[config.mk]
export PLATFORM = sky130hd
export DESIGN_NAME = wheel_sync_pid_drive_flat
export DESIGN_NICKNAME = d
export VERILOG_FILES = /design/src/sv/wsp_pkg.sv /design/src/sv/wsp_req_if.sv /design/src/sv/wsp_rsp_if.sv /design/src/sv/wsp_csr_if.sv /design/src/sv/wheel_sync_pid_drive.sv /design/src/sv/wsp_csr.sv /design/src/sv/wsp_ctrl.sv /design/src/sv/wsp_dp.sv /design/src/flat_wrapper.sv
export SDC_FILE = /design/constraint.sdc
export NUM_CORES = 2
export LEC_CHECK = 0
export BUFFER_PORTS_ARGS = -buffer_cell sky130_fd_sc_hd__buf_2
export CAP_MARGIN = 30
export CORE_ASPECT_RATIO = 1.75
export CORE_MARGIN = 1
export CORE_UTILIZATION = 50
export DETAILED_ROUTE_END_ITERATION = 8
export GPL_ROUTABILITY_DRIVEN = 0
export PLACE_DENSITY = 0.75
export REMOVE_ABC_BUFFERS = 1
export SLEW_MARGIN = 15
export SYNTH_ARGS = -nofsm -noshare
export SYNTH_HDL_FRONTEND = slang
export SYNTH_HIERARCHICAL = 1
export SYNTH_SLANG_ARGS = --single-unit
[constraint.sdc]
create_clock -name clock -period 9.6 [get_ports clock]
set_clock_uncertainty 0.05 [all_clocks]
set_input_delay 0 -clock clock [delete_from_list [all_inputs] [get_ports clock]]
set_output_delay 0 -clock clock [all_outputs]
set_load 0.005 [all_outputs]
[src/sv/wsp_pkg.sv]
`timescale 1ns / 1ps
// Shared widths, register indexes, reset values and the types that join the
// csr block, controller and datapath of the wheel drive. No dependencies.
package wsp_pkg;

   localparam int DIST_W   = 12;
   localparam int ENC_W    = 8;
   localparam int PULSE_W  = 12;
   localparam int GAIN_W   = 12;
   localparam int SPEED_W  = 10;
   localparam int TRAV_W   = 13;
   localparam int TGT_W    = 12;
   localparam int ERR_W    = 9;
   localparam int DIFF_W   = 10;
   localparam int SUM_W    = 24;
   localparam int PRODI_W  = SUM_W + GAIN_W + 1;
   localparam int PRODD_W  = DIFF_W + GAIN_W + 1;
   localparam int TOT_W    = 38;
   localparam int CTL_W    = TOT_W + GAIN_W + 1;
   localparam int DRV_W    = 54;
   localparam int FRAC_W   = 16;

   localparam int CSR_IDX_W  = 3;
   localparam int CSR_DATA_W = 12;

   localparam logic [CSR_IDX_W-1:0] REG_PROP_GAIN     = 3'd0;
   localparam logic [CSR_IDX_W-1:0] REG_INTEGRAL_GAIN = 3'd1;
   localparam logic [CSR_IDX_W-1:0] REG_DERIV_GAIN    = 3'd2;
   localparam logic [CSR_IDX_W-1:0] REG_SLOW_SPEED    = 3'd3;
   localparam logic [CSR_IDX_W-1:0] REG_CRUISE_SPEED  = 3'd4;
   localparam logic [CSR_IDX_W-1:0] REG_NEUTRAL_PULSE = 3'd5;

   localparam logic [GAIN_W-1:0]  RST_PROP_GAIN     = 12'd640;
   localparam logic [GAIN_W-1:0]  RST_INTEGRAL_GAIN = 12'd119;
   localparam logic [GAIN_W-1:0]  RST_DERIV_GAIN    = 12'd136;
   localparam logic [SPEED_W-1:0] RST_SLOW_SPEED    = 10'd110;
   localparam logic [SPEED_W-1:0] RST_CRUISE_SPEED  = 10'd180;
   localparam logic [PULSE_W-1:0] RST_NEUTRAL_PULSE = 12'd1500;

   // Pulse count = dist*100/div; div is 138 cm-hundredths, or 136 for long moves.
   // Reciprocal folds in the factor 100: floor(2^24/div)*100.
   localparam int RECIP_SHIFT = 24;
   localparam int RECIP_W     = 24;
   localparam int QPROD_W     = DIST_W + RECIP_W;
   localparam logic [RECIP_W-1:0] RECIP_NEAR = 24'd12157400;
   localparam logic [RECIP_W-1:0] RECIP_FAR  = 24'd12336100;
   localparam logic [7:0]         DIV_NEAR   = 8'd138;
   localparam logic [7:0]         DIV_FAR    = 8'd136;
   localparam logic [DIST_W-1:0]  DIST_SPLIT = 12'd200;

   localparam logic signed [SUM_W-1:0] SUM_MAX = 24'sh7FFFFF;
   localparam logic signed [SUM_W-1:0] SUM_MIN = -24'sh800000;

   typedef struct packed {
      logic [GAIN_W-1:0]  prop_gain;
      logic [GAIN_W-1:0]  integral_gain;
      logic [GAIN_W-1:0]  deriv_gain;
      logic [SPEED_W-1:0] slow_speed;
      logic [SPEED_W-1:0] cruise_speed;
      logic [PULSE_W-1:0] neutral_pulse;
   } cfg_type;

   typedef struct packed {
      logic accept;
      logic mul;
      logic sum;
      logic ctl;
      logic load;
   } cmd_type;

endpackage

[src/sv/wsp_req_if.sv]
`timescale 1ns / 1ps
// Request channel: start items and encoder samples.
// Depends on wsp_pkg for field widths.
interface wsp_req_if;
   logic                        valid;
   logic                        ready;
   logic                        kind;
   logic [wsp_pkg::DIST_W-1:0]  distance_cm;
   logic                        backward;
   logic [wsp_pkg::ENC_W-1:0]   encoder_one;
   logic [wsp_pkg::ENC_W-1:0]   encoder_two;

   modport source (output valid, kind, distance_cm, backward, encoder_one, encoder_two,
                   input ready);
   modport sink   (input valid, kind, distance_cm, backward, encoder_one, encoder_two,
                   output ready);
endinterface

[src/sv/wsp_rsp_if.sv]
`timescale 1ns / 1ps
// Response channel: two servo pulse widths and the done flag.
// Depends on wsp_pkg for field widths.
interface wsp_rsp_if;
   logic                        valid;
   logic                        ready;
   logic [wsp_pkg::PULSE_W-1:0] right_pulse;
   logic [wsp_pkg::PULSE_W-1:0] left_pulse;
   logic                        done_res;

   modport source (output valid, right_pulse, left_pulse, done_res, input ready);
   modport sink   (input valid, right_pulse, left_pulse, done_res, output ready);
endinterface

[src/sv/wsp_csr_if.sv]
`timescale 1ns / 1ps
// Register write channel: index and data per beat.
// Depends on wsp_pkg for field widths.
interface wsp_csr_if;
   logic                           valid;
   logic                           ready;
   logic [wsp_pkg::CSR_IDX_W-1:0]  index;
   logic [wsp_pkg::CSR_DATA_W-1:0] data;

   modport source (output valid, index, data, input ready);
   modport sink   (input valid, index, data, output ready);
endinterface

[src/sv/wheel_sync_pid_drive.sv]
`timescale 1ns / 1ps
// Top level of the differential-drive move controller.
// Depends on wsp_pkg, the three channel interfaces, wsp_csr, wsp_ctrl and wsp_dp.
//
// Use: send a start beat (kind 0) with distance and direction, then one
// sample beat (kind 1) per encoder period with the pulses counted on each
// wheel. Every request beat yields exactly one response beat carrying the
// right and left servo pulse widths and the done flag.
// Registers are written on the csr channel, index 0..5, one beat per cycle;
// unknown indexes are dropped. Write only while no request is in flight.
// Timing: a request beat is taken in the idle state and walks through four
// further steps (gain multiplies, term sum, proportional multiply, output
// mix); the response is shown once the output step loads it, and a new
// request is taken only after the block is back in idle. The two
// dependent multiplier stages of the PID set the length of this walk.
// The result register decouples the channels: the next request is taken
// while a response waits; if the receiver still stalls when that next
// result is ready, the block holds in its output step until the slot frees.
// Reset (synchronous) restores default gains and speeds, clears the move
// state and empties the response register.
module wheel_sync_pid_drive (
   input  logic       clock,
   input  logic       reset,
   wsp_req_if.sink    req_if,
   wsp_rsp_if.source  rsp_if,
   wsp_csr_if.sink    csr_if
);

   wsp_pkg::cfg_type cfg;
   wsp_pkg::cmd_type cmd;

   wsp_csr u_csr (
      .clock     (clock),
      .reset     (reset),
      .csr_valid (csr_if.valid),
      .csr_index (csr_if.index),
      .csr_data  (csr_if.data),
      .csr_ready (csr_if.ready),
      .cfg       (cfg)
   );

   wsp_ctrl u_ctrl (
      .clock     (clock),
      .reset     (reset),
      .req_valid (req_if.valid),
      .req_ready (req_if.ready),
      .rsp_valid (rsp_if.valid),
      .rsp_ready (rsp_if.ready),
      .cmd       (cmd)
   );

   wsp_dp u_dp (
      .clock           (clock),
      .reset           (reset),
      .cmd             (cmd),
      .cfg             (cfg),
      .req_kind        (req_if.kind),
      .req_distance_cm (req_if.distance_cm),
      .req_backward    (req_if.backward),
      .req_encoder_one (req_if.encoder_one),
      .req_encoder_two (req_if.encoder_two),
      .rsp_right_pulse (rsp_if.right_pulse),
      .rsp_left_pulse  (rsp_if.left_pulse),
      .rsp_done_res    (rsp_if.done_res)
   );

endmodule

[src/sv/wsp_csr.sv]
`timescale 1ns / 1ps
// Configuration register file: gains, speeds and neutral pulse width.
// Depends on wsp_pkg.
module wsp_csr (
   input  logic                           clock,
   input  logic                           reset,
   input  logic                           csr_valid,
   input  logic [wsp_pkg::CSR_IDX_W-1:0]  csr_index,
   input  logic [wsp_pkg::CSR_DATA_W-1:0] csr_data,
   output logic                           csr_ready,
   output wsp_pkg::cfg_type               cfg
);

   wsp_pkg::cfg_type cfg_ff, cfg_in;

   assign csr_ready = 1'b1;
   assign cfg       = cfg_ff;

   always_comb begin
      cfg_in = cfg_ff;
      if (csr_valid) begin
         unique case (csr_index)
            wsp_pkg::REG_PROP_GAIN:     cfg_in.prop_gain     = csr_data;
            wsp_pkg::REG_INTEGRAL_GAIN: cfg_in.integral_gain = csr_data;
            wsp_pkg::REG_DERIV_GAIN:    cfg_in.deriv_gain    = csr_data;
            wsp_pkg::REG_SLOW_SPEED:    cfg_in.slow_speed    = csr_data[wsp_pkg::SPEED_W-1:0];
            wsp_pkg::REG_CRUISE_SPEED:  cfg_in.cruise_speed  = csr_data[wsp_pkg::SPEED_W-1:0];
            wsp_pkg::REG_NEUTRAL_PULSE: cfg_in.neutral_pulse = csr_data;
            default: ;
         endcase
      end
   end

   always_ff @(posedge clock) begin
      if (reset) begin
         cfg_ff.prop_gain     <= wsp_pkg::RST_PROP_GAIN;
         cfg_ff.integral_gain <= wsp_pkg::RST_INTEGRAL_GAIN;
         cfg_ff.deriv_gain    <= wsp_pkg::RST_DERIV_GAIN;
         cfg_ff.slow_speed    <= wsp_pkg::RST_SLOW_SPEED;
         cfg_ff.cruise_speed  <= wsp_pkg::RST_CRUISE_SPEED;
         cfg_ff.neutral_pulse <= wsp_pkg::RST_NEUTRAL_PULSE;
      end else begin
         cfg_ff <= cfg_in;
      end
   end

endmodule

[src/sv/wsp_ctrl.sv]
`timescale 1ns / 1ps
// Sequencer: steps each accepted beat through the datapath stages and owns
// the response valid flag. Depends on wsp_pkg.
module wsp_ctrl (
   input  logic             clock,
   input  logic             reset,
   input  logic             req_valid,
   output logic             req_ready,
   output logic             rsp_valid,
   input  logic             rsp_ready,
   output wsp_pkg::cmd_type cmd
);

   localparam logic [2:0] ST_IDLE = 3'd0;
   localparam logic [2:0] ST_MUL  = 3'd1;
   localparam logic [2:0] ST_SUM  = 3'd2;
   localparam logic [2:0] ST_CTL  = 3'd3;
   localparam logic [2:0] ST_OUT  = 3'd4;

   logic [2:0] state_ff, state_in;
   logic       rsp_valid_ff, rsp_valid_in;

   assign req_ready = (state_ff == ST_IDLE);
   assign rsp_valid = rsp_valid_ff;

   always_comb begin
      state_in     = state_ff;
      rsp_valid_in = rsp_valid_ff;
      cmd          = '0;
      if (rsp_valid_ff && rsp_ready) begin
         rsp_valid_in = 1'b0;
      end
      unique case (state_ff)
         ST_IDLE: begin
            cmd.accept = req_valid;
            if (req_valid) state_in = ST_MUL;
         end
         ST_MUL: begin
            cmd.mul  = 1'b1;
            state_in = ST_SUM;
         end
         ST_SUM: begin
            cmd.sum  = 1'b1;
            state_in = ST_CTL;
         end
         ST_CTL: begin
            cmd.ctl  = 1'b1;
            state_in = ST_OUT;
         end
         ST_OUT: begin
            // hold until the output register is free
            if (!rsp_valid_ff || rsp_ready) begin
               cmd.load     = 1'b1;
               rsp_valid_in = 1'b1;
               state_in     = ST_IDLE;
            end
         end
         default: state_in = ST_IDLE;
      endcase
   end

   always_ff @(posedge clock) begin
      if (reset) begin
         state_ff     <= ST_IDLE;
         rsp_valid_ff <= 1'b0;
      end else begin
         state_ff     <= state_in;
         rsp_valid_ff <= rsp_valid_in;
      end
   end

endmodule

[src/sv/wsp_dp.sv]
`timescale 1ns / 1ps
// Datapath: move state, target division, PID terms, drive mixing and the
// response payload register. Depends on wsp_pkg.
module wsp_dp (
   input  logic                         clock,
   input  logic                         reset,
   input  wsp_pkg::cmd_type             cmd,
   input  wsp_pkg::cfg_type             cfg,
   input  logic                         req_kind,
   input  logic [wsp_pkg::DIST_W-1:0]   req_distance_cm,
   input  logic                         req_backward,
   input  logic [wsp_pkg::ENC_W-1:0]    req_encoder_one,
   input  logic [wsp_pkg::ENC_W-1:0]    req_encoder_two,
   output logic [wsp_pkg::PULSE_W-1:0]  rsp_right_pulse,
   output logic [wsp_pkg::PULSE_W-1:0]  rsp_left_pulse,
   output logic                         rsp_done_res
);

   localparam int DW = wsp_pkg::DRV_W;
   localparam int FW = wsp_pkg::FRAC_W;
   localparam int PW = wsp_pkg::PULSE_W;

   function automatic logic [PW-1:0] sat_pulse(input logic signed [DW-1:0] v);
      logic [PW-1:0] r;
      priority if (v[DW-1])           r = '0;
      else if (|v[DW-2:FW+PW])        r = '1;
      else                            r = v[FW+PW-1:FW];
      return r;
   endfunction

   // move state
   logic                               active_ff;
   logic [wsp_pkg::TRAV_W-1:0]         travelled_ff;
   logic [wsp_pkg::TGT_W-1:0]          target_ff;
   logic                               reverse_ff;
   logic signed [wsp_pkg::ERR_W-1:0]   prev_error_ff;
   logic signed [wsp_pkg::SUM_W-1:0]   error_sum_ff;

   // per-beat working registers
   logic                               kind_ff;
   logic                               was_active_ff;
   logic                               passed_ff;
   logic                               far_ff;
   logic [wsp_pkg::DIST_W-1:0]         dist_ff;
   logic [wsp_pkg::QPROD_W-1:0]        qprod_ff;
   logic [wsp_pkg::TGT_W-1:0]          q0_ff;
   logic signed [wsp_pkg::ERR_W-1:0]   err_ff;
   logic signed [wsp_pkg::DIFF_W-1:0]  diff_ff;
   logic signed [wsp_pkg::PRODI_W-1:0] prod_i_ff;
   logic signed [wsp_pkg::PRODD_W-1:0] prod_d_ff;
   logic signed [wsp_pkg::TOT_W-1:0]   tot_ff;
   logic signed [wsp_pkg::CTL_W-1:0]   ctl_ff;
   logic                               slow_ff;

   logic [PW-1:0]                      right_ff, left_ff;
   logic                               done_ff;

   // accept-cycle logic
   logic signed [wsp_pkg::ERR_W-1:0]   err_now;
   logic [wsp_pkg::ENC_W:0]            enc_pair;
   logic [wsp_pkg::TRAV_W-1:0]         trav_now;
   logic signed [wsp_pkg::SUM_W:0]     sum_wide;
   logic signed [wsp_pkg::SUM_W-1:0]   sum_now;
   logic                               far_now;

   // target correction
   logic [19:0]                        dist_x100;
   logic [19:0]                        q_times_div;
   logic [19:0]                        rem;
   logic [7:0]                         divisor;

   // speed selection
   logic [19:0]                        trav_x100;
   logic [19:0]                        tgt_x85;
   logic [16:0]                        trav_x10;

   // drive mixing
   logic [wsp_pkg::SPEED_W-1:0]        speed;
   logic signed [DW-1:0]               base_q, neutral_q, ctl_q, fwd_r, fwd_l;
   logic signed [DW-1:0]               v_right, v_left;

   always_comb begin
      err_now  = $signed({1'b0, req_encoder_one}) - $signed({1'b0, req_encoder_two});
      enc_pair = {1'b0, req_encoder_one} + {1'b0, req_encoder_two};
      trav_now = travelled_ff + {{(wsp_pkg::TRAV_W-wsp_pkg::ENC_W){1'b0}},
                                 enc_pair[wsp_pkg::ENC_W:1]};
      sum_wide = {error_sum_ff[wsp_pkg::SUM_W-1], error_sum_ff}
               + {{(wsp_pkg::SUM_W+1-wsp_pkg::ERR_W){prev_error_ff[wsp_pkg::ERR_W-1]}},
                  prev_error_ff};
      // top two bits disagree on overflow
      if (sum_wide[wsp_pkg::SUM_W] != sum_wide[wsp_pkg::SUM_W-1]) begin
         sum_now = sum_wide[wsp_pkg::SUM_W] ? wsp_pkg::SUM_MIN : wsp_pkg::SUM_MAX;
      end else begin
         sum_now = sum_wide[wsp_pkg::SUM_W-1:0];
      end
      far_now = (req_distance_cm > wsp_pkg::DIST_SPLIT);
   end

   always_comb begin
      divisor     = far_ff ? wsp_pkg::DIV_FAR : wsp_pkg::DIV_NEAR;
      dist_x100   = {8'b0, dist_ff} * 20'd100;
      q_times_div = {8'b0, q0_ff} * {12'b0, divisor};
      rem         = dist_x100 - q_times_div;
   end

   always_comb begin
      trav_x100 = {7'b0, travelled_ff} * 20'd100;
      tgt_x85   = {8'b0, target_ff} * 20'd85;
      trav_x10  = {4'b0, travelled_ff} * 17'd10;
   end

   always_comb begin
      speed     = slow_ff ? cfg.slow_speed : cfg.cruise_speed;
      base_q    = DW'({speed, {FW{1'b0}}});
      neutral_q = DW'({cfg.neutral_pulse, {FW{1'b0}}});
      ctl_q     = DW'(ctl_ff);
      fwd_r     = base_q + ctl_q;
      fwd_l     = base_q - ctl_q;
      v_right   = reverse_ff ? (neutral_q - fwd_r) : (neutral_q + fwd_r);
      v_left    = reverse_ff ? (neutral_q - fwd_l) : (neutral_q + fwd_l);
   end

   always_ff @(posedge clock) begin
      if (reset) begin
         active_ff     <= 1'b0;
         travelled_ff  <= '0;
         target_ff     <= '0;
         reverse_ff    <= 1'b0;
         prev_error_ff <= '0;
         error_sum_ff  <= '0;
      end else begin
         if (cmd.accept) begin
            if (!req_kind) begin
               reverse_ff    <= req_backward;
               travelled_ff  <= '0;
               prev_error_ff <= '0;
               error_sum_ff  <= '0;
               active_ff     <= 1'b1;
            end else if (active_ff) begin
               travelled_ff  <= trav_now;
               error_sum_ff  <= sum_now;
               prev_error_ff <= err_now;
               if (trav_now > {1'b0, target_ff}) active_ff <= 1'b0;
            end
         end
         // start beat: round the reciprocal estimate up when one short
         if (cmd.sum && !kind_ff) begin
            target_ff <= (rem >= {12'b0, divisor}) ? q0_ff + 1'b1 : q0_ff;
         end
      end
   end

   always_ff @(posedge clock) begin
      if (cmd.accept) begin
         kind_ff       <= req_kind;
         was_active_ff <= active_ff;
         passed_ff     <= (trav_now > {1'b0, target_ff});
         far_ff        <= far_now;
         dist_ff       <= req_distance_cm;
         qprod_ff      <= {{wsp_pkg::RECIP_W{1'b0}}, req_distance_cm}
                        * {{wsp_pkg::DIST_W{1'b0}},
                           (far_now ? wsp_pkg::RECIP_FAR : wsp_pkg::RECIP_NEAR)};
         err_ff        <= err_now;
         diff_ff       <= wsp_pkg::DIFF_W'(err_now) - wsp_pkg::DIFF_W'(prev_error_ff);
      end
      if (cmd.mul) begin
         prod_i_ff <= error_sum_ff * $signed({1'b0, cfg.integral_gain});
         prod_d_ff <= diff_ff * $signed({1'b0, cfg.deriv_gain});
         q0_ff     <= qprod_ff[wsp_pkg::QPROD_W-1:wsp_pkg::RECIP_SHIFT];
      end
      if (cmd.sum) begin
         tot_ff <= (wsp_pkg::TOT_W'(err_ff) <<< 8) + wsp_pkg::TOT_W'(prod_i_ff)
                 + wsp_pkg::TOT_W'(prod_d_ff);
      end
      if (cmd.ctl) begin
         ctl_ff  <= tot_ff * $signed({1'b0, cfg.prop_gain});
         slow_ff <= (trav_x100 >= tgt_x85) || (trav_x10 <= {5'b0, target_ff});
      end
      if (cmd.load) begin
         priority if (!kind_ff) begin
            right_ff <= cfg.neutral_pulse;
            left_ff  <= cfg.neutral_pulse;
            done_ff  <= 1'b0;
         end else if (!was_active_ff || passed_ff) begin
            right_ff <= cfg.neutral_pulse;
            left_ff  <= cfg.neutral_pulse;
            done_ff  <= 1'b1;
         end else begin
            right_ff <= sat_pulse(v_right);
            left_ff  <= sat_pulse(v_left);
            done_ff  <= 1'b0;
         end
      end
   end

   assign rsp_right_pulse = right_ff;
   assign rsp_left_pulse  = left_ff;
   assign rsp_done_res    = done_ff;

endmodule

[src/flat_wrapper.sv]
// flat-port wrapper written by rule: the top's interface ports become plain ports
module wheel_sync_pid_drive_flat 
  (clock, reset, req_if_valid, req_if_kind, req_if_distance_cm, req_if_backward, req_if_encoder_one, req_if_encoder_two, req_if_ready, rsp_if_valid, rsp_if_right_pulse, rsp_if_left_pulse, rsp_if_done_res, rsp_if_ready, csr_if_valid, csr_if_index, csr_if_data, csr_if_ready);
  wsp_req_if req_if_i ();
  wsp_rsp_if rsp_if_i ();
  wsp_csr_if csr_if_i ();
  input  logic clock;
  input  logic reset;
  input wire logic [$bits(req_if_i.valid)-1:0] req_if_valid;
  input wire logic [$bits(req_if_i.kind)-1:0] req_if_kind;
  input wire logic [$bits(req_if_i.distance_cm)-1:0] req_if_distance_cm;
  input wire logic [$bits(req_if_i.backward)-1:0] req_if_backward;
  input wire logic [$bits(req_if_i.encoder_one)-1:0] req_if_encoder_one;
  input wire logic [$bits(req_if_i.encoder_two)-1:0] req_if_encoder_two;
  output wire logic [$bits(req_if_i.ready)-1:0] req_if_ready;
  output wire logic [$bits(rsp_if_i.valid)-1:0] rsp_if_valid;
  output wire logic [$bits(rsp_if_i.right_pulse)-1:0] rsp_if_right_pulse;
  output wire logic [$bits(rsp_if_i.left_pulse)-1:0] rsp_if_left_pulse;
  output wire logic [$bits(rsp_if_i.done_res)-1:0] rsp_if_done_res;
  input wire logic [$bits(rsp_if_i.ready)-1:0] rsp_if_ready;
  input wire logic [$bits(csr_if_i.valid)-1:0] csr_if_valid;
  input wire logic [$bits(csr_if_i.index)-1:0] csr_if_index;
  input wire logic [$bits(csr_if_i.data)-1:0] csr_if_data;
  output wire logic [$bits(csr_if_i.ready)-1:0] csr_if_ready;
  assign req_if_i.valid = req_if_valid;
  assign req_if_i.kind = req_if_kind;
  assign req_if_i.distance_cm = req_if_distance_cm;
  assign req_if_i.backward = req_if_backward;
  assign req_if_i.encoder_one = req_if_encoder_one;
  assign req_if_i.encoder_two = req_if_encoder_two;
  assign req_if_ready = req_if_i.ready;
  assign rsp_if_valid = rsp_if_i.valid;
  assign rsp_if_right_pulse = rsp_if_i.right_pulse;
  assign rsp_if_left_pulse = rsp_if_i.left_pulse;
  assign rsp_if_done_res = rsp_if_i.done_res;
  assign rsp_if_i.ready = rsp_if_ready;
  assign csr_if_i.valid = csr_if_valid;
  assign csr_if_i.index = csr_if_index;
  assign csr_if_i.data = csr_if_data;
  assign csr_if_ready = csr_if_i.ready;
  wheel_sync_pid_drive u_core (.clock(clock), .reset(reset), .req_if(req_if_i), .rsp_if(rsp_if_i), .csr_if(csr_if_i));
endmodule
==> flow_summary_export.csv <==
group,metric,value,unit
grt,grt_overflow,0,
worst_setup_path,crit_path_end_kind,"flop",
timing,worst_slew_pin_slew,1.06,ns
clock_tree,cts-root-buf,"clkbuf_16",
floorplan,start_util,50.3,%
timing,max_freq,0.127,GHz
floorplan,die_area,135000,µm²
routing,drtPass1Iterations,9,
grt,grt_pass1_wl,288,mm
clock_tree,clkSinkCount,366,
placed_design,pre_cts_slack,1.55,ns
worst_setup_path,crit_type,"flop to flop",
clock_tree,cts_max_level,2,
grt,antenna_found_initial,1,
timing,finalMaxSlewViolations,0,
grt,use_met1,25.5,%
placed_design,port_buffers,76,
yosys,synth.avg_cell_area,9.15,µm²
timing,setup_tns,0,ns
yosys,syn_inst,7312,
yosys,netlist_area,66900,µm²
routing,wl,179,mm
cells_and_area,final_area,70600,µm²
yosys,ys.flop_type,"edfxtp_1",
routing,ant_nets,0,
clock_tree,path_clk_slew,0.07,ns
yosys,yosysWarnings,6,
timing,rsz0062_at_grt,"false",
pwr,vdd_ir_drop_max,0.000375,V
timing,fin_crit,7.86,ns
yosys,async_flop_share,0,%
grt,use_met2,51.5,%
clock_tree,cts_buffer_depth,3,
pwr,power.density,174,nW/µm²
clock_tree,numCtsBuffers,39,
pwr,power_leakage,33.8,nW
timing,fin_crit_sh,81.9,%
yosys,ys_seq_elements,366,
clock_tree,cts_tree,"built",
grt,grt_busiest_layer,"met2",
worst_setup_path,critical_path_arrival,8.15,ns
grt,grt_usage,26.8,%
cells_and_area,post-route-util,53.1,%
yosys,yosysSeqAreaShare,14.5,%
placed_design,dpl.hpwl,147,mm
routing,drt_drc_violations_left,1,
outcome,violations,"DRC",
worst_setup_path,crit_fanout,24,
placed_design,placed_area,68800,µm²
min_path,hp-class,"input pin to flop",
timing,setup_violations,0,
pwr,finalPower,0.0123,W
grt,grt_pass1_vias,56900,
timing,layout_setup_ws,1.74,ns
floorplan,fp.dieH,486,µm
run,max_cap_violations,0,
clock_tree,clk_latency,0.60,ns
floorplan,io_pins,78,
yosys,synth_edf_count,234,
clock_tree,post_cts_resized,0,
cells_and_area,nNetsFinal,9057,
timing,final-hold-violation-count,0,
routing,avgViaCountPerCell,5.83,
worst_setup_path,required,9.89,ns
cells_and_area,area_delta_synth_final,5.54,%
floorplan,die_w,278,µm
floorplan,rows,177,
outcome,status,"complete, but fails checks",
cells_and_area,drive_gt1_share,4.22,%
floorplan,core-area,133000,µm²
grt,grt_max_degree,75,
routing,drt_iter0_drc,3252,
yosys,ys_types,102,
grt,met3_usage,2.93,%
worst_setup_path,crit_path_start_kind,"flop",
routing,vias,52400,
routing,post_drt_wl_per_cell,20.0,µm
timing,slew_headroom,29.1,%
[Yosys cell counts (all sizes together), types with 98 or more instances]
| library cell | n | share of area, % |
|---|---|---|
| inv | 1313 | 7.4 |
| fa | 959 | 29 |
| ha | 796 | 15 |
| nand2 | 607 | 3.4 |
| and2 | 482 | 4.5 |
| nor2 | 309 | 1.7 |
| a21oi | 304 | 2.3 |
| clkbuf | 263 | 1.5 |
| xnor2 | 237 | 3.1 |
| edfxtp | 234 | 11 |
| o21ai | 186 | 1.4 |
| dfxtp | 132 | 4.0 |
| nand2b | 111 | 1.0 |
| xor2 | 106 | 1.4 |
| nand3 | 100 | 0.75 |
| a21o | 98 | 1.1 |
[sequential cells by signal, summed over array words and instances (netlist names), 3 cells and up]
name and count:
u_core/u_dp/tot_ff 38, u_core/u_dp/qprod_ff 12, u_core/u_dp/rsp_left_pulse 12, u_core/u_dp/travelled_ff 13, u_core/u_dp/target_ff 12, u_core/u_dp/dist_ff 12
u_core/u_dp/rsp_right_pulse 12, u_core/u_dp/error_sum_ff 24, u_core/u_dp/q0_ff 12, u_core/u_dp/err_ff 9, u_core/u_dp/diff_ff 10, u_core/u_dp/prod_d_ff 23
u_core/u_ctrl/state_ff 3, u_core/u_dp/prev_error_ff 9, u_core/u_dp/prod_i_ff 37, u_core/u_csr/cfg 68, u_core/u_dp/ctl_ff 51
[cell type report]
cell class,instances,area [µm²]
Fill cell,11800,62300
Multi-Input combinational cell,5350,51200
Sequential cell,366,9670
Inverter,1313,4930
Tap cell,1700,2130
Timing Repair Buffer,182,1290
Clock buffer,47,1060
Clock inverter,23,269
Antenna cell,1,2.50
[critical path: stages (launching register included)]
cell and delay, ns:
dfxtp_1 0.79, buf_4 0.43, nand2_1 0.14, fa_1 0.60
inv_1 0.06, fa_1 0.55, fa_1 0.54, inv_1 0.06
fa_1 0.54, inv_1 0.05, fa_1 0.43, ha_1 0.37
a2111o_1 0.44, or3_1 0.32, o211ai_1 0.35, o2bb2ai_1 0.16
buf_4 0.20, a21oi_1 0.13, o41a_1 0.45, a21oi_1 0.26
and2_1 0.20, o21ai_0 0.14, a31oi_1 0.24, xnor2_1 0.09
[cell families (layout without fill, tap and decap cells)]
group | count (synthesis) | in the layout | synth area share [%]
AO/OA/AOI/OAI | 1101 | 1101 | 11.2
XOR/XNOR | 343 | 343 | 4.49
adder cells (fa/ha/maj) | 1755 | 1755 | 43.6
buffers and inverters | 1605 | 1565 | 9.11
flip-flops | 366 | 366 | 14.5
multiplexers | 95 | 95 | 1.45
other | 3 | 13 | 0.0168
AND/OR/NAND/NOR | 2044 | 2044 | 15.7
[placed cells by master (no fill, tap or decap), types with 131 or more instances in the layout]
master    count
inv_1      1313
fa_1        959
ha_1        796
nand2_1     607
and2_1      480
nor2_1      309
a21oi_1     302
xnor2_1     237
edfxtp_1    234
o21ai_0     180
dfxtp_1     131
[what timing repair did]
item                      CTS  global route
hold endpoints to repair   91             0
setup buffers               0             0
hold buffers               43             0
[final timing paths]
kind,from,endpoint,slack (ns),depth (start not counted)
worst min-delay path,req_if_encoder_one[0],u_core/u_dp/err_ff[0],0.06,4
worst max register to register,u_core/u_csr/cfg[57],u_core/u_dp/ctl_ff[49],1.74,23
worst min register to register,u_core/u_dp/qprod_ff[32],u_core/u_dp/q0_ff[8],0.37,0
worst max-delay path,u_core/u_csr/cfg[57],u_core/u_dp/ctl_ff[49],1.74,23
[where the power goes]
part | internal (W) | total, W | switching (W) | leakage, nW
registers | 0.00208 | 0.00238 | 0.000299 | 3.24
clock network | 0.000906 | 0.00162 | 0.000710 | 0.643
logic | 0.00350 | 0.00830 | 0.00479 | 29.9
[layer usage]
layer  up-vias  part of all wire (%)
li1      23700                     -
met1     25900                    33
met4         0                   9.0
met3       862                   4.3
met5         -                     0
met2      1895                    54
[metrics by stage]
step | instances | hold slack (ns)
after floorplan | 7029 | 0.0191
after global placement | 8859 | 0.221
after detailed placement | 8859 | 0.236
after CTS | 8972 | 0.0177
after global routing | 8981 | 0.0596
final | 8982 | 0.0595
Power figures use the tool's default switching activity.
